## config.mk

```make
export PLATFORM = sky130hd
export DESIGN_NAME = gf256_vandermonde_parity_encoder
export DESIGN_NICKNAME = d
export VERILOG_FILES = /design/src/design/gvp_pkg.sv /design/src/design/gf256_vandermonde_parity_encoder.sv /design/src/design/gvp_row_mac.sv
export SDC_FILE = /design/constraint.sdc
export NUM_CORES = 1
export LEC_CHECK = 0
export ABC_AREA = 0
export ABC_CLOCK_PERIOD_IN_PS = 5000
export BUFFER_PORTS_ARGS = -buffer_cell sky130_fd_sc_hd__buf_2
export CAP_MARGIN = 20
export CORE_UTILIZATION = 60
export DETAILED_ROUTE_END_ITERATION = 6
export GPL_TIMING_DRIVEN = 0
export HOLD_SLACK_MARGIN = 0.05
export PLACE_DENSITY = 0.82
export SYNTH_ARGS = -nofsm -noshare
export SYNTH_HDL_FRONTEND = slang
export SYNTH_HIERARCHICAL = 1
export SYNTH_SLANG_ARGS = --single-unit
```

## constraint.sdc

```tcl
create_clock -name clk -period 5 [get_ports clk]
set_input_delay 1 -clock clk [delete_from_list [all_inputs] [get_ports clk]]
set_output_delay 1 -clock clk [all_outputs]
set_load 0.03 [all_outputs]
```

## src/design/gvp_pkg.sv

```systemverilog
// Shared types, constants and GF(2^8) arithmetic for the Vandermonde parity encoder.
// Depends on nothing; every design file imports it.
package gvp_pkg;

	// Size limits of the encoder.
	localparam int MAX_DATA_SHARDS   = 16;
	localparam int MAX_PARITY_SHARDS = 8;

	// Derived widths.
	localparam int CNT_W      = (MAX_DATA_SHARDS > 1) ? $clog2(MAX_DATA_SHARDS) : 1;
	localparam int ROW_W      = (MAX_PARITY_SHARDS > 1) ? $clog2(MAX_PARITY_SHARDS) : 1;
	localparam int D_CFG_W    = 5;
	localparam int P_CFG_W    = 4;
	localparam int CFG_DATA_W = 5;
	localparam int CFG_IDX_W  = 2;

	// Field polynomial 0x11D without its top bit.
	localparam logic [7:0] GF_POLY_LOW = 8'h1D;

	typedef logic [7:0]            gf_byte_t;
	typedef logic [CFG_IDX_W-1:0]  cfg_idx_t;
	typedef logic [CFG_DATA_W-1:0] cfg_data_t;
	typedef logic [ROW_W-1:0]      row_idx_t;

	// Configuration register indexes.
	localparam cfg_idx_t REG_DATA_SHARDS   = 2'd0;
	localparam cfg_idx_t REG_PARITY_SHARDS = 2'd1;

	// Reset values of the configuration registers.
	localparam logic [D_CFG_W-1:0] D_CFG_RESET = 5'd4;
	localparam logic [P_CFG_W-1:0] P_CFG_RESET = 4'd2;

	// Control of one parity row: clear restarts the column, step takes a byte.
	typedef struct packed {
		logic step;
		logic clear;
	} row_ctrl_t;

	// Shift-and-add multiply in GF(2^8), eight narrow steps.
	function automatic gf_byte_t gf_mul(input gf_byte_t a, input gf_byte_t b);
		gf_byte_t x;
		gf_byte_t r;
		x = a;
		r = '0;
		for (int k = 0; k < 8; k++) begin
			if (b[k]) begin
				r = r ^ x;
			end
			x = x[7] ? ({x[6:0], 1'b0} ^ GF_POLY_LOW) : {x[6:0], 1'b0};
		end
		return r;
	endfunction

endpackage

```

## src/design/gf256_vandermonde_parity_encoder.sv

```systemverilog
// Top level of the GF(2^8) Vandermonde parity encoder (polynomial 0x11D).
// Depends on gvp_pkg and gvp_row_mac.
//
// Data bytes enter column by column, shard 0 first, one byte per cycle. Every
// parity row multiplies the byte by its running power and adds it into its
// accumulator in the cycle the request is taken. The last byte of a column copies
// all row results into a snapshot register, which drains one parity byte per
// cycle while out_stall is low, row 0 first, with column_last on the final row.
// The next column accumulates while the snapshot drains; the last byte of a
// column is stalled while the previous snapshot still holds bytes, unless its
// final byte is taken in that same cycle. A write to a shard-count register
// restarts the current column and must be made only while the block is idle.
module gf256_vandermonde_parity_encoder (
	input  logic                 clk,
	input  logic                 arst_n,
	input  logic                 cfg_we,
	input  gvp_pkg::cfg_idx_t    cfg_index,
	input  gvp_pkg::cfg_data_t   cfg_data,
	input  logic                 in_valid,
	output logic                 in_stall,
	input  gvp_pkg::gf_byte_t    data_byte,
	output logic                 out_valid,
	input  logic                 out_stall,
	output gvp_pkg::gf_byte_t    parity_byte,
	output gvp_pkg::row_idx_t    parity_row,
	output logic                 column_last
);
	import gvp_pkg::*;

	logic [D_CFG_W-1:0] d_cfg_q;
	logic [P_CFG_W-1:0] p_cfg_q;
	logic               cfg_hit;
	logic [CNT_W-1:0]   d_m1;
	row_idx_t           p_m1;
	gf_byte_t           d_eff;
	logic [CNT_W-1:0]   cnt_q;
	logic               col_end;
	logic               in_fire;
	logic               out_fire;
	logic               snap_free;
	logic               busy_q;
	row_idx_t           idx_q;
	row_idx_t           last_row_q;
	row_ctrl_t          row_ctrl;
	gf_byte_t           acc_nxt [MAX_PARITY_SHARDS];
	gf_byte_t           snap_q  [MAX_PARITY_SHARDS];

	// Configuration registers.
	assign cfg_hit = cfg_we && ((cfg_index == REG_DATA_SHARDS) ||
		(cfg_index == REG_PARITY_SHARDS));

	always_ff @(posedge clk or negedge arst_n) begin
		if (!arst_n) begin
			d_cfg_q <= D_CFG_RESET;
			p_cfg_q <= P_CFG_RESET;
		end else if (cfg_we) begin
			if (cfg_index == REG_DATA_SHARDS) begin
				d_cfg_q <= cfg_data[D_CFG_W-1:0];
			end else if (cfg_index == REG_PARITY_SHARDS) begin
				p_cfg_q <= cfg_data[P_CFG_W-1:0];
			end
		end
	end

	// Effective shard counts: zero acts as one, large values saturate.
	always_comb begin
		if (d_cfg_q == '0) begin
			d_m1 = '0;
		end else if (32'(d_cfg_q) > MAX_DATA_SHARDS) begin
			d_m1 = CNT_W'(MAX_DATA_SHARDS - 1);
		end else begin
			d_m1 = CNT_W'(d_cfg_q - 5'd1);
		end
		if (p_cfg_q == '0) begin
			p_m1 = '0;
		end else if (32'(p_cfg_q) > MAX_PARITY_SHARDS) begin
			p_m1 = ROW_W'(MAX_PARITY_SHARDS - 1);
		end else begin
			p_m1 = ROW_W'(p_cfg_q - 4'd1);
		end
	end

	assign d_eff = 8'(d_m1) + 8'd1;

	// Handshakes. The snapshot may be reloaded in the cycle its final byte leaves.
	assign out_valid = busy_q;
	assign out_fire  = out_valid && !out_stall;
	assign snap_free = !busy_q || (out_fire && column_last);
	assign col_end   = (cnt_q >= d_m1);
	assign in_stall  = col_end && !snap_free;
	assign in_fire   = in_valid && !in_stall;

	// Shard position within the column.
	always_ff @(posedge clk or negedge arst_n) begin
		if (!arst_n) begin
			cnt_q <= '0;
		end else if (cfg_hit) begin
			cnt_q <= '0;
		end else if (in_fire) begin
			cnt_q <= col_end ? '0 : cnt_q + 1'b1;
		end
	end

	// Parity rows, each with base (row + D).
	assign row_ctrl.step  = in_fire;
	assign row_ctrl.clear = cfg_hit || (in_fire && col_end);

	for (genvar i = 0; i < MAX_PARITY_SHARDS; i++) begin : g_row
		gvp_row_mac u_row (
			.clk       (clk),
			.arst_n    (arst_n),
			.ctrl      (row_ctrl),
			.data_byte (data_byte),
			.base      (8'(i) + d_eff),
			.acc_nxt   (acc_nxt[i])
		);
	end

	// Snapshot control: load on a column end, advance one row per taken result.
	always_ff @(posedge clk or negedge arst_n) begin
		if (!arst_n) begin
			busy_q     <= 1'b0;
			idx_q      <= '0;
			last_row_q <= '0;
		end else if (in_fire && col_end) begin
			busy_q     <= 1'b1;
			idx_q      <= '0;
			last_row_q <= p_m1;
		end else if (out_fire) begin
			if (column_last) begin
				busy_q <= 1'b0;
			end else begin
				idx_q <= idx_q + 1'b1;
			end
		end
	end

	// Snapshot payload of the finished column.
	always_ff @(posedge clk) begin
		if (in_fire && col_end) begin
			for (int i = 0; i < MAX_PARITY_SHARDS; i++) begin
				snap_q[i] <= acc_nxt[i];
			end
		end
	end

	// Result fields come straight from the snapshot.
	assign parity_byte = snap_q[idx_q];
	assign parity_row  = idx_q;
	assign column_last = (idx_q == last_row_q);

`ifndef NO_ASSERTIONS
	// A column end is never taken while earlier parity bytes still wait.
	a_no_overwrite: assert property (@(posedge clk) disable iff (!arst_n)
		(in_fire && col_end) |-> (!busy_q || (out_fire && column_last)))
		else $error("snapshot reloaded while results remain");

	// A finished column always shows its first parity row next.
	a_load_starts: assert property (@(posedge clk) disable iff (!arst_n)
		(in_fire && col_end) |=> (out_valid && (parity_row == '0)))
		else $error("snapshot load did not start at row zero");

	// The drain never runs past the last row of its column.
	a_row_bound: assert property (@(posedge clk) disable iff (!arst_n)
		out_valid |-> (idx_q <= last_row_q))
		else $error("parity row beyond the column's last row");

	// A write to a shard-count register restarts the column.
	a_cfg_restart: assert property (@(posedge clk) disable iff (!arst_n)
		cfg_hit |=> (cnt_q == '0))
		else $error("shard counter not cleared by configuration");
`endif

endmodule

```

## src/design/gvp_row_mac.sv

```systemverilog
// One parity row: running power of the row base and the column accumulator.
// Depends on gvp_pkg for the GF(2^8) multiply and the row control struct.
module gvp_row_mac (
	input  logic              clk,
	input  logic              arst_n,
	input  gvp_pkg::row_ctrl_t ctrl,
	input  gvp_pkg::gf_byte_t  data_byte,
	input  gvp_pkg::gf_byte_t  base,
	output gvp_pkg::gf_byte_t  acc_nxt
);
	import gvp_pkg::*;

	gf_byte_t acc_q;
	gf_byte_t pow_q;

	// Fold the incoming byte, weighted by the current power, into the row.
	assign acc_nxt = acc_q ^ gf_mul(pow_q, data_byte);

	// The power advances by the base with each stepped byte; a clear restarts the column and takes priority.
	always_ff @(posedge clk or negedge arst_n) begin
		if (!arst_n) begin
			acc_q <= 8'h00;
			pow_q <= 8'h01;
		end else if (ctrl.clear) begin
			acc_q <= 8'h00;
			pow_q <= 8'h01;
		end else if (ctrl.step) begin
			acc_q <= acc_nxt;
			pow_q <= gf_mul(pow_q, base);
		end
	end

endmodule

```

==> flow_summary.yaml <==
global_route:
  grt_pass1_vias: 21600
  grt_overflow: 0
  antenna_found_initial: 2
  grt_usage_pct: 34.7
  grt_pass1_wl_mm: 123
  grt_start_max_net_pins: 106
cts:
  insertion_delay_ps: 580
  cts_tree: "yes"
  cts_buffers: 27
  htree_levels: 1
  clockRootBuffer: "clkbuf_16"
  clk_pin_slew_ps: 70
  cts_buffer_depth: 3
  cts_hold_buf: 0
  clock-sinks: 212
route:
  drt-total-wl_mm: 79.8
  dr.pass1.iters: 7
  antenna_left: 0
  vias: 23500
  drt_iter0_drc: 2474
  drc: 0
  avgRoutedWirePerCell_um: 19.9
  vias_per_cell: 5.85
run:
  max-cap-violations: 0
floorplanning:
  rows: 77
  coreArea_um2: 44200
  io_pins: 34
  start_util_pct: 60.9
  die-area_um2: 45700
  die-width_um: 214
  die_h_um: 214
synth:
  syn_area_um2: 26900
  synthFlopType: "dfrtp_1"
  synth_edf_count: 64
  ys_async_sr_fraction_pct: 69.8
  synth_area_leaders: "xnor2_1 (24%), dfrtp_1 (13%), nand2_1 (13%)"
  synth_seq_cells: 212
  ys_warn_count: 6
  synth_seq_area_share_pct: 20.9
  synth_area_per_cell_um2: 8.14
  synth_top_area_share_pct: 24.2
  yosys.area.top_type: "xnor2_1"
  synth_cell_type_count: 63
  synthCells: 3308
worst_setup_path:
  end_kind: "flop"
  required_ps: 5500
  path_cells: "inv_1 > ha_1 > or3b_4 > nor2_4 > a21o_2 > clkinvlp_4 > ha_4 > inv_1 > ha_1 > a21oi_1 > xor2_1 > clkbuf_2 > nand2_1 > xnor2_1 > xnor2_1 > xnor2_1 > xnor2_1 > nor2_1 > a211o_1"
  crit_type: "flop to flop"
  max_stage_delay_ps: 470
  critPathMostFrequentCell: "xnor2_1"
  crit_slowest_cell: "ha_4"
  cp.arrival_ps: 5380
  crit_family: "XOR/XNOR gates"
  start_kind: "flop"
  path_max_fanout: 11
  crit_buf_inv: 4
sta:
  relSlewSlack_pct: 30.4
  clock-skew-final_ps: 14.3
  tns_ps: 0
  finalHoldViolations: 0
  fmax_ghz: 0.205
  fin_crit_sh_pct: 97.6
  fin_crit_ps: 4880
  drv_slew: 0
  grt_setup_unrepaired: "true"
  tightestPinTransition_ps: 1040
  setup_violations: 0
worst_hold_path:
  hold_path.class: "input port to async pin"
placed_design:
  dp.cells: 3962
  io_buffers: 30
  place_congestion: 0.970
  place_area_um2: 28000
  dpl.hpwl_mm: 54.9
cells_and_area:
  layout-drive-gt1-share_pct: 10.6
  syn2layout_area_growth_pct: 7.88
  fillers: 3605
  stdcell_count: 4015
  fin_area_um2: 29100
  fin_nets: 3441
run_status:
  status: "finished clean"
## final timing paths
kind / depth (start not counted) / endpoint / from / slack, ps
worst max-delay path: 19 / g_row[5].u_row/pow_q[0]$_DFFE_PN1P_ / d_cfg_q[0]$_DFFE_PN0P_ / 120
worst min register to register: 1 / p_cfg_q[0]$_DFFE_PN0P_ / p_cfg_q[0]$_DFFE_PN0P_ / 530
worst min-delay path: 1 / g_row[0].u_row/pow_q[3]$_DFFE_PN0P_ / arst_n / 320
min in group clk: 1 / p_cfg_q[0]$_DFFE_PN0P_ / p_cfg_q[0]$_DFFE_PN0P_ / 530
worst max register to register: 19 / g_row[5].u_row/pow_q[0]$_DFFE_PN1P_ / d_cfg_q[0]$_DFFE_PN0P_ / 120
max in group asynchronous: 2 / g_row[7].u_row/pow_q[4]$_DFFE_PN0P_ / arst_n / 3730
## cells in the final DEF (no fill, tap or decap), types with 45 or more instances in the layout
master / count
nor2_1: 169
edfxtp_1: 64
inv_1: 68
o22ai_1: 45
clkbuf_1: 141
dfrtp_1: 138
buf_2: 81
nand2_1: 915
o21ai_0: 48
a211oi_1: 49
nand3_1: 61
xor2_1: 252
xnor2_1: 744
## layer usage
metal,vias up,share of wire [%],GRT usage (%)
li1,10800,-,-
met1,11200,40,47.3
met2,1269,44,53.3
met3,224,10,6.14
met4,2,4.6,16.6
met5,-,0.019,0
## synthesized netlist by cell type, types with 9 or more instances
library cell  instances
xor2_2               16
o211ai_1             33
nand2_1             916
a21oi_1              16
o221ai_1             40
a22oi_1              16
buf_1                17
buf_6                25
clkbuf_1            146
o22ai_1              45
dfstp_2              10
nand2_2               9
mux2_2               40
and3_1               17
dfrtp_1             138
nand2b_1             19
a31o_1               16
mux2i_1              42
xnor2_1             744
buf_2                51
xor3_1               16
inv_1                69
edfxtp_1             64
o21a_1               26
o21ai_0              48
ha_1                 20
xor2_1              253
xnor3_1              32
a211oi_1             49
nand3_1              61
mux4_2               16
buf_4                33
nor2_1              169
## through the flow
| stage | utilization, % | hold WS [ps] | setup slack (ps) |
|---|---|---|---|
| 2_1_floorplan | - | 479 | 520 |
| 5_1_grt | 65.7 | 359 | -46.6 |
| 3_3_place_gp | 63.2 | 491 | -626 |
| 4_1_cts | 65.6 | 332 | 71.4 |
| 6_report | 65.7 | 317 | 121 |
| 3_5_place_dp | 63.4 | 511 | -530 |
## registers in the layout, summed over array words and instances (netlist names)
name               flops
g_row.u_row/acc_q     64
g_row.u_row/pow_q     64
snap_q                64
d_cfg_q                5
cnt_q                  4
p_cfg_q                4
last_row_q             3
parity_row             3
out_valid              1
## cell type report
class,instances,area [um2],share of cell area [%]
buffer,273,1440,4.94
inverter,71,274,0.943
antenna,2,5.00,0.0172
multi-input combinational,2779,19700,68.0
clock inverter,20,249,0.857
tap,592,741,2.55
sequential,212,5640,19.4
clock buffer,29,693,2.39
timing repair buffer,37,274,0.943
## cells by family after synthesis
kind of cell / count (synthesis) / share of synthesized area [%]
mux: 99 / 4.63
simple gates: 1206 / 17.8
fa+ha+maj: 22 / 1.00
compound gates: 331 / 9.08
buf+inv: 344 / 6.26
other cells: 1 / 0.0139
flops: 212 / 20.9
xor+xnor: 1093 / 40.3
## worst register-to-register path, cell delays in order (launching register included)
cell and delay, ps:
dfrtp_1 420, inv_1 90, ha_1 260, or3b_4 460
nor2_4 120, a21o_2 140, clkinvlp_4 200, ha_4 480
inv_1 290, ha_1 300, a21oi_1 270, xor2_1 370
clkbuf_2 320, nand2_1 100, xnor2_1 200, xnor2_1 160
xnor2_1 160, xnor2_1 140, nor2_1 60, a211o_1 270
## repair_timing
item	CTS	global route
pin swaps	0	1
setup endpoints to repair	32	16
setup buffers	2	0
gates cloned	0	0
gates resized for setup	10	14
Power is left out: the tool's default activity adds up to more than one toggle a clock period on the data nets, which glitch-free logic cannot reach.
